### config.mk
export PLATFORM = sky130hd
export DESIGN_NAME = mhpq_obuf
export DESIGN_NICKNAME = d
export VERILOG_FILES = /design/src/rtl/core/max_heap_priority_queue_top_macros.svh /design/src/rtl/core/mhpq_pkg.sv /design/src/rtl/core/mhpq_obuf.sv
export SDC_FILE = /design/constraint.sdc
export NUM_CORES = 1
export LEC_CHECK = 0
export ABC_AREA = 1
export BUFFER_PORTS_ARGS = -buffer_cell sky130_fd_sc_hd__buf_2
export CAP_MARGIN = 30
export CORE_MARGIN = 2
export CORE_UTILIZATION = 44
export CTS_BUF_LIST = sky130_fd_sc_hd__clkbuf_8
export DETAILED_ROUTE_END_ITERATION = 7
export PLACE_DENSITY = 0.85
export SLEW_MARGIN = 20
export SYNTH_ARGS = -nofsm -noshare
export SYNTH_HDL_FRONTEND = slang
export SYNTH_SLANG_ARGS = --single-unit
### constraint.sdc
create_clock -name aclk -period 4.5 [get_ports aclk]
set_input_delay 0.45 -clock aclk [delete_from_list [all_inputs] [get_ports aclk]]
set_output_delay 0.45 -clock aclk [all_outputs]
set_load 0.02 [all_outputs]
### src/rtl/core/max_heap_priority_queue_top_macros.svh
// ----------------------------------------------------------------------------
// max_heap_priority_queue_top_macros
// Assertion helpers for the heap queue, clocked on aclk, off during reset.
// ----------------------------------------------------------------------------
`ifndef MAX_HEAP_PRIORITY_QUEUE_TOP_MACROS_SVH
`define MAX_HEAP_PRIORITY_QUEUE_TOP_MACROS_SVH

// same-cycle implication
`define MHPQ_ASSERT_IMP(lbl, ante, cons) \
    lbl: assert property (@(posedge aclk) disable iff (!aresetn) (ante) |-> (cons)) \
        else $error("mhpq: assertion failed");

// next-cycle implication
`define MHPQ_ASSERT_NXT(lbl, ante, cons) \
    lbl: assert property (@(posedge aclk) disable iff (!aresetn) (ante) |=> (cons)) \
        else $error("mhpq: assertion failed");

`endif

### src/rtl/core/mhpq_pkg.sv
// ----------------------------------------------------------------------------
// mhpq_pkg
// Shared types and fixed field widths of the heap priority queue.
// ----------------------------------------------------------------------------
package mhpq_pkg;

    localparam int KEY_W     = 16;
    localparam int CNT_OUT_W = 11;
    localparam int S_DATA_W  = 24;
    localparam int M_DATA_W  = 32;

    typedef enum logic {
        OP_INSERT  = 1'b0,
        OP_EXTRACT = 1'b1
    } op_t;

    typedef struct packed {
        logic [CNT_OUT_W-1:0] count;
        logic                 ok;
        logic [KEY_W-1:0]     max_key;
    } res_t;

endpackage

### src/rtl/core/mhpq_obuf.sv
// ----------------------------------------------------------------------------
// mhpq_obuf
// One-entry result register between the sequencer and the master channel.
// ----------------------------------------------------------------------------
module mhpq_obuf (
    input  logic           aclk,
    input  logic           aresetn,
    input  logic           in_valid,
    output logic           in_ready,
    input  mhpq_pkg::res_t in_res,
    output logic           out_valid,
    input  logic           out_ready,
    output mhpq_pkg::res_t out_res
);
    import mhpq_pkg::*;

    logic full_reg, full_next;
    res_t data_reg;

    assign in_ready  = !full_reg || out_ready;
    assign out_valid = full_reg;
    assign out_res   = data_reg;

    always_comb begin
        full_next = full_reg;
        if (in_valid && in_ready) begin
            full_next = 1'b1;
        end else if (out_ready) begin
            full_next = 1'b0;
        end
    end

    always_ff @(posedge aclk) begin
        if (!aresetn) begin
            full_reg <= 1'b0;
        end else begin
            full_reg <= full_next;
        end
        if (in_valid && in_ready) begin
            data_reg <= in_res;
        end
    end

endmodule

* After elaboration in Yosys (flattened, before gate mapping) *
Index checks and enable logic that the tools add are counted.

cells by class
  mux-type cells = 2
  reduce and logical (&&, ||, !) cells = 4

operator list
  cell                number
  1-bit 2-to-1 mux    2
  2-bit nonzero test  1
  1-bit logical AND   1
  1-bit zero test     1
  1-bit logical OR    1

word-level totals
  register bits after elaboration = 29
  input port bits = 32
  word-level logic and storage cells = 10

* Longest topological paths before layout *
  depth after elaboration = 4
  gate-level depth with buffers = 3
  gate-level depth less buffers = 3

* Worst setup path before layout *
Ideal clock, no wire load.

  kind = input-to-reg
  start = in in_valid
  end = reg data_reg, in the netlist out_res[0], enable pin
  data arrival time = 1,892 ps
  setup slack = 2,185 ps
  stages = 2
  required time = 4,078 ps
  library setup time = 422 ps
  path buffers = 0
  path through = inv_1 a21oi_1

between the ends
  cells in the longest elaborated chain, start to end = 1

ends and longest elaborated chain
  what                  RTL line         text
  start, declared       mhpq_obuf.sv:8   input logic in_valid,
  1-bit logical AND     mhpq_obuf.sv:39  if (in_valid && in_ready) begin
  end signal, assigned  mhpq_obuf.sv:40  data_reg <= in_res;
  end, declared         mhpq_obuf.sv:18  res_t data_reg;

Every way passes these cells.
A chain may end at the register's enable or synchronous reset.

* Worst setup path after layout *
  start = reg full_reg, in the netlist out_valid
  end = out in_ready

between the ends
  cells in the longest elaborated chain, start to end = 2

ends and longest elaborated chain
  what                    RTL line         text
  start, declared         mhpq_obuf.sv:17  logic full_reg, full_next;
  start signal, assigned  mhpq_obuf.sv:37  full_reg <= full_next;
  1-bit zero test         mhpq_obuf.sv:20  assign in_ready = !full_reg || out_ready;
  1-bit logical OR        mhpq_obuf.sv:20
  end, declared           mhpq_obuf.sv:9   output logic in_ready,

Every way passes these cells.

==> results by group <==
Power
  – Combinational share of power: 10.2%
  – Overall Power: around 0.56 mW
  – Sequential Power Share: a little under three fifths
  – Sw Share: 21.5%
  – Clk pwr share: 32.6%
  – P_int: 0.437 mW
  – VDD IR-drop max: 0.291 mV
  – Leak pwr: 0.587 nW
  – Pwr per Cell Area: 422 nW/um2
  – Net Sw Power: 0.120 mW

Worst setup path
  – CP Capture Type: output port
  – Worst reg-to-reg path cell count: 2
  – Reg2reg end: out_res[10]
  – CP max FO: 3
  – R2R setup slack: 3350 ps
  – Kind of critical path: flip-flop to output port
  – CP startpoint: out_valid
  – CP Launch Type: flip-flop
  – Worst reg2reg path startpoint: out_valid
  – CP endpoint: in_ready
  – CP arrival: 880 ps
  – Required @ worst endpoint: 4050 ps

Die
  – Die height: about 49 um
  – Core Area: 1940 um2
  – Starting density of the core: 45.9%
  – Die ar.: 2400 um2
  – Horiz. Die Dim: 49.0 um
  – Rows: 16
  – IO Count: 62

GRT
  – Largest net degree at the start of global routing: 29
  – Vias in the first global route: 590
  – Gr usage total: 14.7%
  – Antenna violations before repair: 0
  – GRT overflow: 0
  – Global-route wire length before repair: 2.43 mm

Route
  – Via count: approximately 580
  – DR DRC count: 0
  – Detailed router's first-iteration violation count: 3
  – Number of iterations in the first detailed-routing pass: 2
  – Antenna Nets Post-Route: 0
  – DR WL/cell: 11.7 um
  – Vias per cell: 4.41
  – Post-Route WL: 1.54 mm

Logic synthesis
  – Post-synth top area share: 94.2%
  – Synthesized Nets: 67
  – Post-synth cell types: 7
  – Post-synth ARST share: 0%
  – Mapped Avg Cell Area: about 25 um2
  – Register area share after synthesis: a little over nine tenths
  – Top cells by count, synth: 28 x edfxtp_1, 2 x inv_1
  – Post-Synth Adder-Cell Area: 0%
  – Predominant post-synthesis flop cell: edfxtp_1
  – Yosys reg bits: 29
  – Synth Area in Simple Gates: less than 1%
  – Largest family of logic cells by synthesized area: compound AO/OA/AOI/OAI gates
  – Number of flops mapped to enable cells by yosys: 28
  – Mapped Area: 892 um2
  – Most common cell in the netlist: edfxtp_1
  – Mux contribution to synthesized area: 0%
  – Synth area leader: edfxtp_1
  – Synthesized instance count: 35
  – Post-synthesis xor/xnor area fraction: 0%
  – Yosys warnings: 0
  – Ranking of synthesized cells by area: edfxtp_1 94%, dfxtp_1 2.2%, a21oi_2 0.98%
  – Post-synthesis compound-gate area fraction: 1.54%

Clock network
  – Hold buffer count at cts: 0
  – H-tree depth: 2
  – Clk slew on worst S/H paths: 60 ps
  – Max Buffers Root-to-Sink: 2
  – Root Buffer: clkbuf_8
  – Clock Sinks: 29
  – Cts repair resizes: 0
  – CTS Buf Count: 5
  – Setup Fix Bufs, Post-CTS: 0
  – Worst-Skew Late Latency: 260 ps
  – CTS tree: built

Timing
  – Final setup vio count: 0
  – Setup TNS: 0 ps
  – Final worst path period share: between 20% and 30%
  – Slew Limit Fails: 0
  – Fin. Hold Viols: 0
  – Max Fclk: between 0.7 and 0.8 GHz
  – Minimum clock period: 1330 ps
  – Hold slack: 357 ps
  – Max-slew headroom: 77.8%
  – Final Worst Setup Slack: 3170 ps
  – Worst Tran Pin Value: 334 ps
  – Unrepaired setup endpoints after global routing: false
  – Worst Skew: 6.06 ps

Min path
  – Worst min path class: input pin to flip-flop

Cells and area
  – Layout cells sized above 1: about two thirds
  – Layout Nets: 136
  – Final core occ: about two thirds
  – N_diodes: 0
  – Synth-to-layout area growth: 47.8%
  – Post-layout instance area: 1320 um2
  – Final cell count without fillers: 131

Place
  – Placed cell area: between 1000 and 1500 um2
  – Pre-CTS WS: 3130 ps
  – Placed Cells: 124
  – IO Port Bufs: 61
  – GP Congestion: 0.692
  – Final HPWL DP: 1.17 mm

Flow run
  – Maxcap violations: 0

Status
  – Status: complete, no violations
==> metal layers <==
metal | global-route usage [%] | vias to the layer above | wire length (um)
li1 | - | 271 | -
met3 | 8.90 | 5 | 220
met5 | 0 | - | 0
met4 | 11.4 | 0 | 38
met2 | 23.7 | 43 | 767
met1 | 13.2 | 259 | 513
==> area by class of cell <==
cell class / count / area, um2
clock buffer: 5 / 68.8
clock inverter: 2 / 7.51
fill: 144 / 623
inverter: 3 / 11.3
multi-input combinational: 3 / 23.8
sequential: 29 / 861
tap: 27 / 33.8
timing repair buffer: 62 / 313
==> flip-flops by register name, summed over array words and instances, names as in the netlist <==
name	flops
out_res	28
out_valid	1
==> critical path, stage by stage, from the launching register on <==
cell and delay (ps):
dfxtp_1 380, nand2_2 80, buf_2 160
==> cell usage in the layout (no fill, tap or decap) <==
cell	n
buf_2	61
buf_4	1
a21oi_2	2
inv_1	3
clkbuf_8	5
nand2_2	1
dfxtp_1	1
clkinv_1	1
inv_2	1
edfxtp_1	28
==> kinds of logic after synthesis <==
logic type      count (synthesis)
compound gates                  2
simple gates                    1
buf+inv                         3
flops                          29
==> worst min-delay path by stage <==
stage | from | to | cells after the start
3_3_place_gp | out_valid | out_valid | 2
4_1_cts | in_res[22] | out_res[22] | 1
3_5_place_dp | out_valid | out_valid | 2
5_1_grt | in_res[4] | out_res[4] | 1
2_1_floorplan | in_res[0] | out_res[0] | 0
6_report | in_res[25] | out_res[25] | 1
==> power groups by stage <==
| stage | Clock (mW) | Combinational [mW] | Sequential (mW) |
|---|---|---|---|
| after floorplan | 0 | 0.00696 | 0.346 |
| after CTS | 0.187 | 0.0574 | 0.319 |
| after global placement | 0 | 0.0556 | 0.324 |
| after detailed placement | 0 | 0.0574 | 0.324 |
| after global routing | 0.197 | 0.0605 | 0.321 |
| final | 0.182 | 0.0567 | 0.319 |
Note: power is estimated with default switching activity, not from simulation.
