==> src/rtl/core/max_heap_priority_queue_top_macros.svh <==
// ----------------------------------------------------------------------------
// max_heap_priority_queue_top_macros
// Assertion helpers for the heap queue, clocked on aclk, off during reset.
// ----------------------------------------------------------------------------
`ifndef MAX_HEAP_PRIORITY_QUEUE_TOP_MACROS_SVH
`define MAX_HEAP_PRIORITY_QUEUE_TOP_MACROS_SVH

// same-cycle implication
`define MHPQ_ASSERT_IMP(lbl, ante, cons) \
    lbl: assert property (@(posedge aclk) disable iff (!aresetn) (ante) |-> (cons)) \
        else $error("mhpq: assertion failed");

// next-cycle implication
`define MHPQ_ASSERT_NXT(lbl, ante, cons) \
    lbl: assert property (@(posedge aclk) disable iff (!aresetn) (ante) |=> (cons)) \
        else $error("mhpq: assertion failed");

`endif

==> src/rtl/core/mhpq_pkg.sv <==
// ----------------------------------------------------------------------------
// mhpq_pkg
// Shared types and fixed field widths of the heap priority queue.
// ----------------------------------------------------------------------------
package mhpq_pkg;

    localparam int KEY_W     = 16;
    localparam int CNT_OUT_W = 11;
    localparam int S_DATA_W  = 24;
    localparam int M_DATA_W  = 32;

    typedef enum logic {
        OP_INSERT  = 1'b0,
        OP_EXTRACT = 1'b1
    } op_t;

    typedef struct packed {
        logic [CNT_OUT_W-1:0] count;
        logic                 ok;
        logic [KEY_W-1:0]     max_key;
    } res_t;

endpackage

==> src/rtl/core/mhpq_ctrl.sv <==
// ----------------------------------------------------------------------------
// mhpq_ctrl
// Sequencer for insert (sift up) and extract (sift down) over the heap array.
// ----------------------------------------------------------------------------
module mhpq_ctrl #(
    parameter int CAPACITY = 1024,
    parameter int KEY_BITS = 16
) (
    input  logic                        aclk,
    input  logic                        aresetn,
    input  logic                        in_valid,
    output logic                        in_ready,
    input  logic                        in_func,
    input  logic [mhpq_pkg::KEY_W-1:0]  in_key,
    output logic                        res_valid,
    input  logic                        res_ready,
    output mhpq_pkg::res_t              res,
    output logic                        mem_we,
    output logic [$clog2(CAPACITY)-1:0] mem_waddr,
    output logic [KEY_BITS-1:0]         mem_wdata,
    output logic [$clog2(CAPACITY)-1:0] mem_raddr0,
    output logic [$clog2(CAPACITY)-1:0] mem_raddr1,
    input  logic [KEY_BITS-1:0]         mem_rdata0,
    input  logic [KEY_BITS-1:0]         mem_rdata1
);
    import mhpq_pkg::*;

    localparam int ADDR_W = $clog2(CAPACITY);
    localparam int CNT_W  = $clog2(CAPACITY + 1);

    localparam logic [3:0] S_IDLE   = 4'd0;
    localparam logic [3:0] S_START  = 4'd1;
    localparam logic [3:0] S_UP_CMP = 4'd2;
    localparam logic [3:0] S_UP_FIN = 4'd3;
    localparam logic [3:0] S_EX_LD  = 4'd4;
    localparam logic [3:0] S_DN_CMP = 4'd5;
    localparam logic [3:0] S_RESP   = 4'd6;

    logic [3:0]          state_reg, state_next;
    logic                op_reg, op_next;
    logic [KEY_BITS-1:0] key_reg, key_next;
    logic [KEY_BITS-1:0] max_reg, max_next;
    logic [ADDR_W-1:0]   pos_reg, pos_next;
    logic [CNT_W-1:0]    cnt_reg, cnt_next;
    logic                ok_reg, ok_next;

    logic [KEY_BITS+KEY_W-1:0]   key_ext;
    logic [KEY_BITS+KEY_W-1:0]   max_ext;
    logic [CNT_W+CNT_OUT_W-1:0]  cnt_ext;
    logic [CNT_W-1:0]            cnt_m1;
    logic [ADDR_W-1:0]           par_cnt;
    logic [ADDR_W-1:0]           par;
    logic [ADDR_W-1:0]           gpar;
    logic [ADDR_W+1:0]           lc, rc, cnt_x, cl, cr;
    logic                        l_ok, r_ok, take_l, take_r;
    logic [KEY_BITS-1:0]         best_val, child_val;
    logic [ADDR_W-1:0]           child;

    assign key_ext = {{KEY_BITS{1'b0}}, in_key};
    assign max_ext = {{KEY_W{1'b0}}, max_reg};
    assign cnt_ext = {{CNT_OUT_W{1'b0}}, cnt_reg};

    assign cnt_m1  = cnt_reg - CNT_W'(1);
    assign par_cnt = ADDR_W'(cnt_m1 >> 1);
    assign par     = (pos_reg - ADDR_W'(1)) >> 1;
    assign gpar    = (par - ADDR_W'(1)) >> 1;

    assign lc    = {1'b0, pos_reg, 1'b1};
    assign rc    = lc + (ADDR_W+2)'(1);
    assign cnt_x = (ADDR_W+2)'(cnt_reg);
    assign l_ok  = lc < cnt_x;
    assign r_ok  = rc < cnt_x;

    always_comb begin
        take_l    = l_ok && (mem_rdata0 >= key_reg);
        best_val  = take_l ? mem_rdata0 : key_reg;
        take_r    = r_ok && (mem_rdata1 >= best_val);
        child     = take_r ? rc[ADDR_W-1:0] : lc[ADDR_W-1:0];
        child_val = take_r ? mem_rdata1 : mem_rdata0;
    end

    assign cl = {1'b0, child, 1'b1};
    assign cr = cl + (ADDR_W+2)'(1);

    always_comb begin
        state_next = state_reg;
        op_next    = op_reg;
        key_next   = key_reg;
        max_next   = max_reg;
        pos_next   = pos_reg;
        cnt_next   = cnt_reg;
        ok_next    = ok_reg;
        mem_we     = 1'b0;
        mem_waddr  = pos_reg;
        mem_wdata  = key_reg;
        mem_raddr0 = par;
        mem_raddr1 = '0;
        in_ready   = 1'b0;
        res_valid  = 1'b0;

        case (state_reg)
            S_IDLE: begin
                in_ready = 1'b1;
                if (in_valid) begin
                    op_next    = in_func;
                    key_next   = key_ext[KEY_BITS-1:0];
                    state_next = S_START;
                end
            end
            S_START: begin
                max_next = '0;
                ok_next  = 1'b0;
                if (op_reg == OP_INSERT) begin
                    if (cnt_reg == CNT_W'(CAPACITY)) begin
                        state_next = S_RESP;
                    end else begin
                        ok_next  = 1'b1;
                        cnt_next = cnt_reg + CNT_W'(1);
                        pos_next = cnt_reg[ADDR_W-1:0];
                        if (cnt_reg == '0) begin
                            mem_we     = 1'b1;
                            mem_waddr  = '0;
                            state_next = S_RESP;
                        end else begin
                            mem_raddr0 = par_cnt;
                            state_next = S_UP_CMP;
                        end
                    end
                end else begin
                    if (cnt_reg != '0) begin
                        ok_next    = 1'b1;
                        cnt_next   = cnt_m1;
                        mem_raddr0 = '0;
                        mem_raddr1 = cnt_m1[ADDR_W-1:0];
                        state_next = S_EX_LD;
                    end else begin
                        state_next = S_RESP;
                    end
                end
            end
            S_UP_CMP: begin
                mem_we = 1'b1;
                if (mem_rdata0 < key_reg) begin
                    mem_wdata = mem_rdata0;
                    pos_next  = par;
                    if (par == '0) begin
                        state_next = S_UP_FIN;
                    end else begin
                        mem_raddr0 = gpar;
                    end
                end else begin
                    state_next = S_RESP;
                end
            end
            S_UP_FIN: begin
                mem_we     = 1'b1;
                state_next = S_RESP;
            end
            S_EX_LD: begin
                max_next = mem_rdata0;
                key_next = mem_rdata1;
                pos_next = '0;
                if (cnt_reg == '0) begin
                    state_next = S_RESP;
                end else begin
                    mem_raddr0 = ADDR_W'(1);
                    mem_raddr1 = ADDR_W'(2);
                    state_next = S_DN_CMP;
                end
            end
            S_DN_CMP: begin
                mem_we = 1'b1;
                if (take_l || take_r) begin
                    mem_wdata  = child_val;
                    pos_next   = child;
                    mem_raddr0 = cl[ADDR_W-1:0];
                    mem_raddr1 = cr[ADDR_W-1:0];
                end else begin
                    state_next = S_RESP;
                end
            end
            S_RESP: begin
                res_valid = 1'b1;
                if (res_ready) begin
                    state_next = S_IDLE;
                end
            end
            default: begin
                state_next = S_IDLE;
            end
        endcase
    end

    assign res.max_key = max_ext[KEY_W-1:0];
    assign res.ok      = ok_reg;
    assign res.count   = cnt_ext[CNT_OUT_W-1:0];

    always_ff @(posedge aclk) begin
        if (!aresetn) begin
            state_reg <= S_IDLE;
            cnt_reg   <= '0;
        end else begin
            state_reg <= state_next;
            cnt_reg   <= cnt_next;
        end
        op_reg  <= op_next;
        key_reg <= key_next;
        max_reg <= max_next;
        pos_reg <= pos_next;
        ok_reg  <= ok_next;
    end

endmodule

==> config.mk <==
export PLATFORM = sky130hd
export DESIGN_NAME = mhpq_ctrl
export DESIGN_NICKNAME = d
export VERILOG_FILES = /design/src/rtl/core/max_heap_priority_queue_top_macros.svh /design/src/rtl/core/mhpq_pkg.sv /design/src/rtl/core/mhpq_ctrl.sv
export SDC_FILE = /design/constraint.sdc
export NUM_CORES = 1
export LEC_CHECK = 0
export ABC_AREA = 1
export BUFFER_PORTS_ARGS = -buffer_cell sky130_fd_sc_hd__clkbuf_2
export CORE_UTILIZATION = 45
export CTS_BUF_LIST = sky130_fd_sc_hd__clkbuf_4 sky130_fd_sc_hd__clkbuf_8
export CTS_CLUSTER_SIZE = 25
export DETAILED_ROUTE_END_ITERATION = 16
export GPL_TIMING_DRIVEN = 0
export PLACE_DENSITY = 0.74
export SLEW_MARGIN = 5
export SYNTH_ARGS = -nofsm -noshare
export SYNTH_HDL_FRONTEND = slang
export SYNTH_SLANG_ARGS = --single-unit
==> constraint.sdc <==
create_clock -name aclk -period 11.1 [get_ports aclk]
set_clock_uncertainty 0.05 [all_clocks]
set_input_delay 1.11 -clock aclk [delete_from_list [all_inputs] [get_ports aclk]]
set_output_delay 1.11 -clock aclk [all_outputs]
set_load 0.01 [all_outputs]
# == Yosys cells after proc, flatten, opt, wreduce, memory -nomap -nowiden ==
# Index checks and enable logic that the tools add are counted.
# totals
regBits,59
input_bits,53
# op_classes
addsub,6
n_lt_le_gt_ge,5
n_eq_ne,17
n_mux,55
n_reduce_logical,16
# op_table
operator,n
$mux W10,16
$pmux W16 S2,3
$mux W16,5
$pmux W10 S4,2
$mux W9,4
$mux W11,3
$ge A16 B16 Y1,2
$pmux W10 S3,1
$pmux W4 S7,1
$mux W4,6
$lt A16 B16 Y1,1
$ne A2 B2 Y1 const B,8
$add A11 B1 Y12 const B,1
$eq A4 B3 Y1 const B,3
$lt A12 B11 Y1,1
$add A11 B1 Y11 const B,1
$eq A11 B11 Y1 const B,1
$logic_not A11 Y1,1
$lt A11 B11 Y1,1
$reduce_bool A11 Y1,1
$sub A11 B1 Y11 const B,1
$add A10 B1 Y10 const B,1
$logic_not A10 Y1,1
$sub A10 B1 Y10 const B,1
19 further kinds,33

# == Depth between registers and ports, before layout ==
# Gate-level depths: netlist of run 1.
# logic_depth
depth_word,9
mapped_depth,35
mapped_depth_nobuf,32

# == Least setup slack after synthesis of run 1 ==
# No wires, ideal clock.
# synth_path
path_kind,input -> output
start,in mem_rdata0[15]
end,out mem_wdata[10]
arrival_ns,4.183
path_slack_ns,5.757
cell_stages,21
path_buffers,4
path_cell_list,ha_1 -> nand2_1 -> o21bai_1 -> nand2_1 -> a21oi_1 -> nand3_1 -> nand2_1 -> buf_2 -> clkbuf_1 -> o21ai_0 -> ha_1 -> nand2_1 -> nor4_1 -> nand2_1 -> nand2_2 -> nand2_4 -> buf_6 -> buf_6 -> inv_2 -> nand2_2 -> o211ai_1
# synth_between
elab_chain_len,8
word_cells_on_any_way,11
cone_classes,order compare: 3; mux: 5; reduce/logical: 3
# synth_lines
item,line,rtl
"start, declared",mhpq_ctrl.sv:23,"input logic [KEY_BITS-1:0] mem_rdata0,"
$ge A16 B16 Y1,mhpq_ctrl.sv:75,take_l = l_ok && (mem_rdata0 >= key_reg);
$logic_and A1 B1 Y1,mhpq_ctrl.sv:75,
$mux W16,mhpq_ctrl.sv:76,best_val = take_l ? mem_rdata0 : key_reg;
$ge A16 B16 Y1,mhpq_ctrl.sv:77,take_r = r_ok && (mem_rdata1 >= best_val);
$logic_and A1 B1 Y1,mhpq_ctrl.sv:77,
$mux W16 or $logic_or A1 B1 Y1 (tied branches),"mhpq_ctrl.sv:79, mhpq_ctrl.sv:173",
$mux W16,mhpq_ctrl.sv:173,if (take_l || take_r) begin
$pmux W16 S2 *,mhpq_ctrl.sv:101,case (state_reg)
"end, declared",mhpq_ctrl.sv:20,"output logic [KEY_BITS-1:0] mem_wdata,"
# Every way passes the cells marked *; elsewhere a longest branch is shown, timed or not.

# == Worst setup path after layout of run 1 ==
# layout_path
start,in mem_rdata0[5]
end,out mem_wdata[2]
# The elaborated chain is that of the path after synthesis.

==> results of run 1 <==
[cells by family after synthesis]
kind of cell               count (synthesis)  share of synthesized area (%)
buffers and inverters                    171                           10.7
DFF                                       58                           24.2
AOI/OAI and AO/OA                        174                           15.2
xor gates and xnor gates                  20                           2.64
adders and majority gates                 58                           10.9
and+or+nand+nor                          548                           36.3
[layer usage]
metal,wire length [µm],global-route usage [%],up-vias
met1,10700,47.0,3508
met3,2520,6.27,67
met2,10000,45.7,456
met5,0,0,-
li1,-,-,3682
met4,802,12.3,0
[how the worst max path moves through the flow]
stage                        start       endpoint
floorplan           mem_rdata0[15]  mem_wdata[10]
global placement     mem_rdata0[5]     pos_reg[5]
detailed placement   mem_rdata0[5]   mem_wdata[2]
CTS                  mem_rdata0[5]   mem_wdata[2]
global route         mem_rdata0[5]  mem_wdata[13]
finish               mem_rdata0[5]   mem_wdata[2]
[through the flow]
step	hold WS, ps	worst slack [ps]
after floorplan	497	5760
after CTS	506	4540
after global placement	497	4410
after detailed placement	496	4570
after global routing	567	4030
final	513	4440
[layout make-up]
| cell class | instances | share of cell area [%] |
|---|---|---|
| Multi-Input combinational cell | 800 | 56.2 |
| Sequential cell | 58 | 20.8 |
| Timing Repair Buffer | 130 | 8.49 |
| Inverter | 137 | 6.69 |
| Tap cell | 180 | 2.93 |
| Buffer | 34 | 2.57 |
| Clock buffer | 13 | 2.08 |
| Clock inverter | 3 | 0.211 |
[cell usage in the layout (no fill, tap or decap), drive strengths merged, types with 3 or more instances in the layout]
cell,instances
inv,137
o221ai,3
xor2,18
nor3,10
o21bai,3
o22ai,8
clkinv,3
nor4,3
clkbuf,151
o211ai,25
nand4,10
nor2,104
buf,26
nand3,91
edfxtp,44
o21ai,72
dfxtp,14
a31oi,5
a21oi,53
ha,58
nand2,325
[critical path, stage by stage]
cell and delay (ps):
clkbuf_2 140, ha_1 320, a21oi_1 180, nor2_1 70, nor2_1 90, nand2_1 110, nand2_1 90, nand3_1 70
nand2_1 210, buf_2 270, clkbuf_1 430, o21ai_0 180, ha_1 320, nand2_1 100, nor2_1 60, and2_1 140
nor2_1 80, nand2_1 90, nand2_1 90, nand2_2 170, nand2_4 130, buf_6 150, nand2_2 120, o21ai_2 350
nand2_1 90, o211ai_1 140, clkbuf_2 180
[where the power goes]
part | internal [W] | switching [W] | leakage, nW
combinational | 0.000695 | 0.00150 | 3.41
sequential | 0.000364 | 0.0000876 | 0.540
clock | 0.0000941 | 0.0000972 | 0.0980
==> flow_summary.rst, run 1 <==
.. list-table::
   :header-rows: 1

   * - Metric
     - Value
   * - Status
     - finished clean
   * - Combined area of all synthesized cells
     - 0.00663 mm²
   * - CTS tree
     - done
   * - DP HPWL
     - 18800 µm
   * - Worst Max-Slew Pin Slew
     - 899 ps
   * - Share of the clock period used by the worst path after layout
     - 60.0%
   * - Top-level port count
     - 130
   * - Number of buffers added to fix hold violations after cts
     - 0
   * - Post-CTS setup buffer count
     - 0
   * - H-tree Lvls
     - 3
   * - Final number of hold-violating endpoints
     - 0
   * - Top cells by area, synth
     - edfxtp_1, nand2_1, ha_1, inv_1, nand3_1
   * - RSZ-0062 raised after global routing
     - no
   * - First-pass GRT wire length
     - 36300 µm
   * - Most common library cells after synthesis
     - nand2_1, inv_1, nor2_1
   * - Number of buffers created by CTS
     - 9
   * - Most instantiated library cell after synthesis
     - nand2_1
   * - Area of all sequential standard cells
     - 0.00160 mm²
   * - ANT nets after route
     - 0
   * - Power consumption
     - 0.00284 W
   * - Number of enable-type register cells in the synthesized netlist
     - 44
   * - Share of flip-flops with an asynchronous set or reset after synthesis
     - 0%
   * - Max Cap Violations
     - 0
   * - Kind of end point of the critical path
     - output pin
   * - Setup Crit Path Kind
     - in -> out
   * - Via total after detailed routing
     - 7713
   * - Mean routed wirelength per cell
     - 17.8 µm
   * - Part of the Yosys area used for sequential elements
     - 24.2%
   * - Power density relative to cell area
     - 370 mW/mm²
   * - Chip width
     - 123 µm
   * - # placed instances
     - 1339
   * - Count of yosys warnings during synthesis
     - 0
   * - Sum of negative setup slack
     - 0 ps
   * - Post-DP Area
     - 0.00752 mm²
   * - Top cell type's share of synthesized area
     - 19.9%
   * - Longest Clk Path Bufs
     - 2
   * - Count of cell types in the netlist
     - 45
   * - Die span in y
     - 123 µm
   * - Max Fclk
     - 150 MHz
   * - Core ar.
     - 0.0141 mm²
   * - Routed vias/inst
     - 5.69
   * - Initial core utilization
     - 46.9%
   * - Drt initial violations
     - 1015
   * - Non-Filler Instances
     - 1355
   * - Library cell occupying the most area in the post-synthesis netlist
     - edfxtp_1
   * - Highest fanout seen on the critical path
     - 10
   * - Maximum ir drop on the vdd rail
     - 0.162 mV
   * - Clock insertion delay at the later pin of the skew report
     - 380 ps
   * - Worst reg2reg path depth
     - 25
   * - Fraction of layout instances using a drive strength above 1
     - 19.1%
   * - Post-route cell area
     - 0.00769 mm²
   * - Setup slack of the worst register-to-register path
     - 5650 ps
   * - Worst min-delay path endpoint
     - cnt_reg[10]
   * - Final count of negative-setup-slack endpoints
     - 0
   * - Gpl congestion
     - 0.967
   * - Antenna violations before repair
     - 0
   * - Area enclosed by the die boundary
     - 0.0152 mm²
   * - Average footprint of a synthesized cell
     - 6.44 µm²
   * - Sink count of the clock tree
     - 58
   * - RR Endpoint
     - pos_reg[9]
   * - Count of mapped cells out of synthesis
     - 1029
   * - Growth of design area from synthesis to finish
     - 16.0%
   * - Grt total ovfl
     - 0
   * - Antenna diode count
     - 0
   * - Residual DRC
     - 0
   * - Post-layout nets
     - 1281
   * - Clock period minus final worst setup slack
     - 6660 ps
   * - Share of the core filled with cells
     - 54.4%
   * - Gr usage total
     - 32.1%
   * - Hold_sp
     - cnt_reg[10]
   * - Count of final max-slew check failures
     - 0
   * - Pre-antenna DRT Iters
     - 8
   * - Crit path required time
     - 9940 ps
   * - Worst-case headroom to the max-slew limit
     - 39.9%
   * - Top FF cell, synth
     - edfxtp_1
   * - Row count
     - 43
   * - Total of cells resized after clock tree synthesis
     - 0
   * - Critical path arrival
     - 5500 ps
   * - Flip-flop and latch count after synthesis
     - 58
   * - Number of cells traversed by the worst hold path
     - 2
   * - Vias in the first global route
     - 6651
   * - Total nets after synthesis
     - 1140
   * - Register clock-pin slew on the reported worst setup and hold paths
     - 70 ps
   * - Total length of routed wires
     - 24100 µm
   * - Sort of element at the start of the critical path
     - primary input
   * - Root buf cell
     - clkbuf_8
   * - Buffers added on ports
     - 129
   * - Class of the most critical hold timing path
     - reg -> reg
   * - Largest net degree at the start of global routing
     - 18
   * - Pleak
     - 4.05 nW
   * - Fill cells
     - 1432
   * - Area of the multi-input gates
     - 0.00432 mm²
   * - FF-to-FF Start
     - cnt_reg[10]
(Power assumes the default switching activity.)
==> inputs of run 2 (changes only) <==
--- a/config.mk
+++ b/config.mk
@@ -5,14 +5,14 @@
 export SDC_FILE = /design/constraint.sdc
 export NUM_CORES = 1
 export LEC_CHECK = 0
-export ABC_AREA = 1
+export ABC_AREA = 0
 export BUFFER_PORTS_ARGS = -buffer_cell sky130_fd_sc_hd__clkbuf_2
 export CORE_UTILIZATION = 45
 export CTS_BUF_LIST = sky130_fd_sc_hd__clkbuf_4 sky130_fd_sc_hd__clkbuf_8
 export CTS_CLUSTER_SIZE = 25
 export DETAILED_ROUTE_END_ITERATION = 16
 export GPL_TIMING_DRIVEN = 0
-export PLACE_DENSITY = 0.74
+export PLACE_DENSITY = 0.75
 export SLEW_MARGIN = 5
 export SYNTH_ARGS = -nofsm -noshare
 export SYNTH_HDL_FRONTEND = slang
==> constraint.sdc (replaced) <==
create_clock -name aclk -period 6.42 [get_ports aclk]
set_clock_uncertainty 0.05 [all_clocks]
set_input_delay 0.642 -clock aclk [delete_from_list [all_inputs] [get_ports aclk]]
set_output_delay 0.642 -clock aclk [all_outputs]
set_load 0.01 [all_outputs]
==> flow_summary.rst, run 2 <==
.. list-table::
   :header-rows: 1

   * - Metric
     - Value
   * - Vias in the first global route
     - 5954 (was 6651)
   * - Sort of element at the start of the critical path
     - register (was primary input)
   * - Gr usage total
     - 29.6% (was 32.1%)
   * - Highest fanout seen on the critical path
     - 11 (was 10)
   * - Die span in y
     - 119 µm (was 123 µm)
   * - Core ar.
     - 0.0133 mm² (was 0.0141 mm²)
   * - Flip-flop and latch count after synthesis
     - 58 (unchanged)
   * - Pleak
     - 3.11 nW (was 4.05 nW)
   * - Count of mapped cells out of synthesis
     - 760 (was 1029)
   * - Final count of negative-setup-slack endpoints
     - 0 (unchanged)
   * - Most instantiated library cell after synthesis
     - nor2_1 (was nand2_1)
   * - Number of buffers created by CTS
     - 9 (unchanged)
   * - Source of the critical timing path
     - cnt_reg[3] (was mem_rdata0[5])
   * - Growth of design area from synthesis to finish
     - 18.7% (was 16.0%)
   * - Antenna violations before repair
     - 0 (unchanged)
   * - Top FF cell, synth
     - edfxtp_1 (unchanged)
   * - Top cell type's share of synthesized area
     - 21.3% (was 19.9%)
   * - Total length of routed wires
     - 21000 µm (was 24100 µm)
   * - Setup slack of the worst register-to-register path
     - 1340 ps (was 5650 ps)
   * - Top cells by area, synth
     - edfxtp_1, ha_1, nor2_1, a21oi_1, dfxtp_1 (was edfxtp_1, nand2_1, ha_1, inv_1, nand3_1)
   * - Average footprint of a synthesized cell
     - 8.14 µm² (was 6.44 µm²)
   * - Via total after detailed routing
     - 6566 (was 7713)
   * - Clock period minus final worst setup slack
     - 6240 ps
   * - Row count
     - 42 (was 43)
   * - Maximum ir drop on the vdd rail
     - 0.306 mV (was 0.162 mV)
   * - Number of buffers added to fix hold violations after cts
     - 0 (unchanged)
   * - Sink count of the clock tree
     - 58 (unchanged)
   * - Met1 capacity usage during global routing
     - 38.6% (was 47.0%)
   * - Commonest cells after routing, fill and taps aside
     - clkbuf_2, nor2_1, a21oi_1 (was nand2_1, clkbuf_2, inv_1)
   * - Longest Clk Path Bufs
     - 2 (unchanged)
   * - Post-layout nets
     - 1011 (was 1281)
   * - Routed vias/inst
     - 6.07 (was 5.69)
   * - Mean routed wirelength per cell
     - 19.4 µm (was 17.8 µm)
   * - Critical path arrival
     - 5550 ps (was 5500 ps)
   * - Total nets after synthesis
     - 871 (was 1140)
   * - Fraction of layout instances using a drive strength above 1
     - 23.6% (was 19.1%)
   * - RSZ-0062 raised after global routing
     - no (unchanged)
   * - Cell type of the slowest stage on the worst timing path
     - dfxtp_2 (was clkbuf_1)
   * - Count of cell types in the netlist
     - 83 (was 45)
   * - Most Used Layer, Global Route
     - met2 (was met1)
   * - Number of enable-type register cells in the synthesized netlist
     - 44 (unchanged)
   * - Grt total ovfl
     - 0 (unchanged)
   * - Power density relative to cell area
     - 636 mW/mm² (was 370 mW/mm²)
   * - Pre-antenna DRT Iters
     - 6 (was 8)
   * - Worst-case headroom to the max-slew limit
     - 21.4% (was 39.9%)
   * - Top-level port count
     - 130 (unchanged)
   * - FF-to-FF Start
     - cnt_reg[3] (was cnt_reg[10])
   * - Initial core utilization
     - 46.4% (was 46.9%)
   * - Gpl congestion
     - 0.974 (was 0.967)
   * - Largest net degree at the start of global routing
     - 18 (unchanged)
   * - Non-Filler Instances
     - 1081 (was 1355)
   * - Area of the multi-input gates
     - 0.00425 mm² (was 0.00432 mm²)
   * - Antenna diode count
     - 0 (unchanged)
   * - CTS tree
     - done (unchanged)
   * - # placed instances
     - 1065 (was 1339)
   * - H-tree Lvls
     - 3 (unchanged)
   * - Class of the most critical hold timing path
     - in -> reg (was reg -> reg)
   * - Library cell occupying the most area in the post-synthesis netlist
     - edfxtp_1 (unchanged)
   * - Max Fclk
     - 160 MHz
   * - Root buf cell
     - clkbuf_8 (unchanged)
   * - Combined area of all synthesized cells
     - 0.00619 mm² (was 0.00663 mm²)
   * - RR Endpoint
     - state_reg[1] (was pos_reg[9])
   * - Crit path required time
     - 5730 ps (was 9940 ps)
   * - Biggest cell delay along the critical path
     - 460 ps (was 430 ps)
   * - Drt initial violations
     - 775 (was 1015)
   * - Fill cells
     - 1278 (was 1432)
   * - Worst path depth
     - 20 (was 27)
   * - Capturing instance or port of the critical path
     - mem_raddr0[8] (was mem_wdata[2])
   * - Most common library cells after synthesis
     - nor2_1, a21oi_1, ha_1 (was nand2_1, inv_1, nor2_1)
   * - Clock insertion delay at the later pin of the skew report
     - 370 ps (was 380 ps)
   * - Share of the clock period used by the worst path after layout
     - 97.3%
   * - Final number of hold-violating endpoints
     - 0 (unchanged)
   * - Part of the Yosys area used for sequential elements
     - 25.9% (was 24.2%)
   * - Area enclosed by the die boundary
     - 0.0142 mm² (was 0.0152 mm²)
   * - Crit-path cells
     - inv_1, ha_1, o21a_1, o21a_1, o41ai_4, o211a_2, buf_2, buf_2, a21oi_1, ha_1, a211oi_1, nor2_1, a311o_1, a211o_2, and2_1, buf_4, nor2_2, nor2_2, a2111o_1, clkbuf_2
   * - Kind of end point of the critical path
     - output pin (unchanged)
   * - Setup Crit Path Kind
     - reg -> out (was in -> out)
   * - Buffers added on ports
     - 129 (unchanged)
   * - Max Cap Violations
     - 0 (unchanged)
   * - Worst reg2reg path depth
     - 19 (was 25)
   * - First-pass GRT wire length
     - 32200 µm (was 36300 µm)
   * - Area of all sequential standard cells
     - 0.00160 mm² (about the same)
   * - Chip width
     - 119 µm (was 123 µm)
   * - WP buf/inv
     - 5 (unchanged)
   * - Register clock-pin slew on the reported worst setup and hold paths
     - 70 ps (about the same)
   * - ANT nets after route
     - 0 (unchanged)
   * - Most common cell after layout, fill and taps aside
     - clkbuf_2 (was nand2_1)
   * - Status
     - finished clean (unchanged)
   * - Count of yosys warnings during synthesis
     - 0 (unchanged)
   * - Met3 capacity usage during global routing
     - 5.89% (was 6.27%)
   * - Share of flip-flops with an asynchronous set or reset after synthesis
     - 0% (unchanged)
   * - Met2 capacity usage during global routing
     - 45.8% (was 45.7%)
   * - Worst Max-Slew Pin Slew
     - 1170 ps (was 899 ps)
   * - Sum of negative setup slack
     - 0 ps (unchanged)
   * - Power consumption
     - 0.00467 W (was 0.00284 W)
   * - Residual DRC
     - 0 (unchanged)
   * - Count of final max-slew check failures
     - 0 (unchanged)
   * - DP HPWL
     - 16100 µm (was 18800 µm)
   * - Worst path top cell family by delay
     - compound AO/OA/AOI/OAI gates (was simple AND/OR/NAND/NOR gates)
==> run 2: cell types whose count changed after synthesis, sizes merged, moves of 14 or more <==
| cell | change |
|---|---|
| mux2 | +18 |
| and2 | +20 |
| nand3 | -66 |
| nor2b | +14 |
| a221o | +17 |
| nor2 | -14 |
| o21ai | -41 |
| o211ai | -17 |
| xnor2 | +29 |
| nand2 | -278 |
| clkbuf | +27 |
| inv | -96 |
==> run 2: cells by family (layout without fill, tap and decap cells) <==
logic type	after synthesis	in the layout	share of synthesized area (%)
AOI/OAI and AO/OA	212	212	23.8
and+or+nand+nor	275	275	22.6
muxes	20	20	3.60
adders and majority gates	58	58	11.7
xor gates and xnor gates	44	44	6.23
buffers and inverters	93	238	6.17
DFF	58	58	25.9
==> run 2: metal layers <==
metal	wire [µm]	share of wire [%]
met1	8710	41
met2	9480	45
met3	1920	9.1
met4	912	4.3
met5	0	0
==> run 2: final cells by class <==
cell class | instances | area share (%)
clock buffer | 14 | 2.45
sequential | 58 | 21.8
multi-input combinational | 609 | 57.9
inverter | 41 | 2.11
timing repair buffer | 134 | 9.30
tap | 176 | 3.00
buffer | 47 | 2.96
clock inverter | 2 | 0.477
==> run 2: timing repair <==
item / CTS / global route
gates resized for setup: 11 / 5
setup endpoints to repair: 35 / 28
pin swaps: 0 / 3
setup buffers: 2 / 3
==> run 2: how the worst min path moves through the flow <==
stage / from / slack (ps) / end / cells past startpoint
floorplan: cnt_reg[1] / 580 / cnt_reg[1] / 2
global placement: cnt_reg[5] / 570 / cnt_reg[5] / 3
detailed placement: cnt_reg[5] / 570 / cnt_reg[5] / 3
CTS: in_func / 390 / op_reg / 1
global route: in_func / 390 / op_reg / 1
finish: in_func / 400 / op_reg / 1
==> run 2: through the flow <==
| step | setup slack [ps] | utilization, % | area, µm² | hold WS, ps |
|---|---|---|---|---|
| after floorplan | 908 | - | 6190 | 578 |
| after global placement | -374 | 52.9 | 7060 | 570 |
| after detailed placement | -407 | 52.9 | 7060 | 573 |
| after CTS | 22.2 | 54.8 | 7310 | 395 |
| after global routing | 20.1 | 55.0 | 7340 | 388 |
| final | 176 | 55.0 | 7340 | 401 |
==> run 2: report_power, final <==
group	total [W]	leakage [nW]	switching, W	internal, W
sequential	0.000755	0.539	0.000123	0.000633
clock	0.000378	0.114	0.000159	0.000219
combinational	0.00354	2.46	0.00221	0.00132
total	0.00467	3.11	0.00249	0.00218
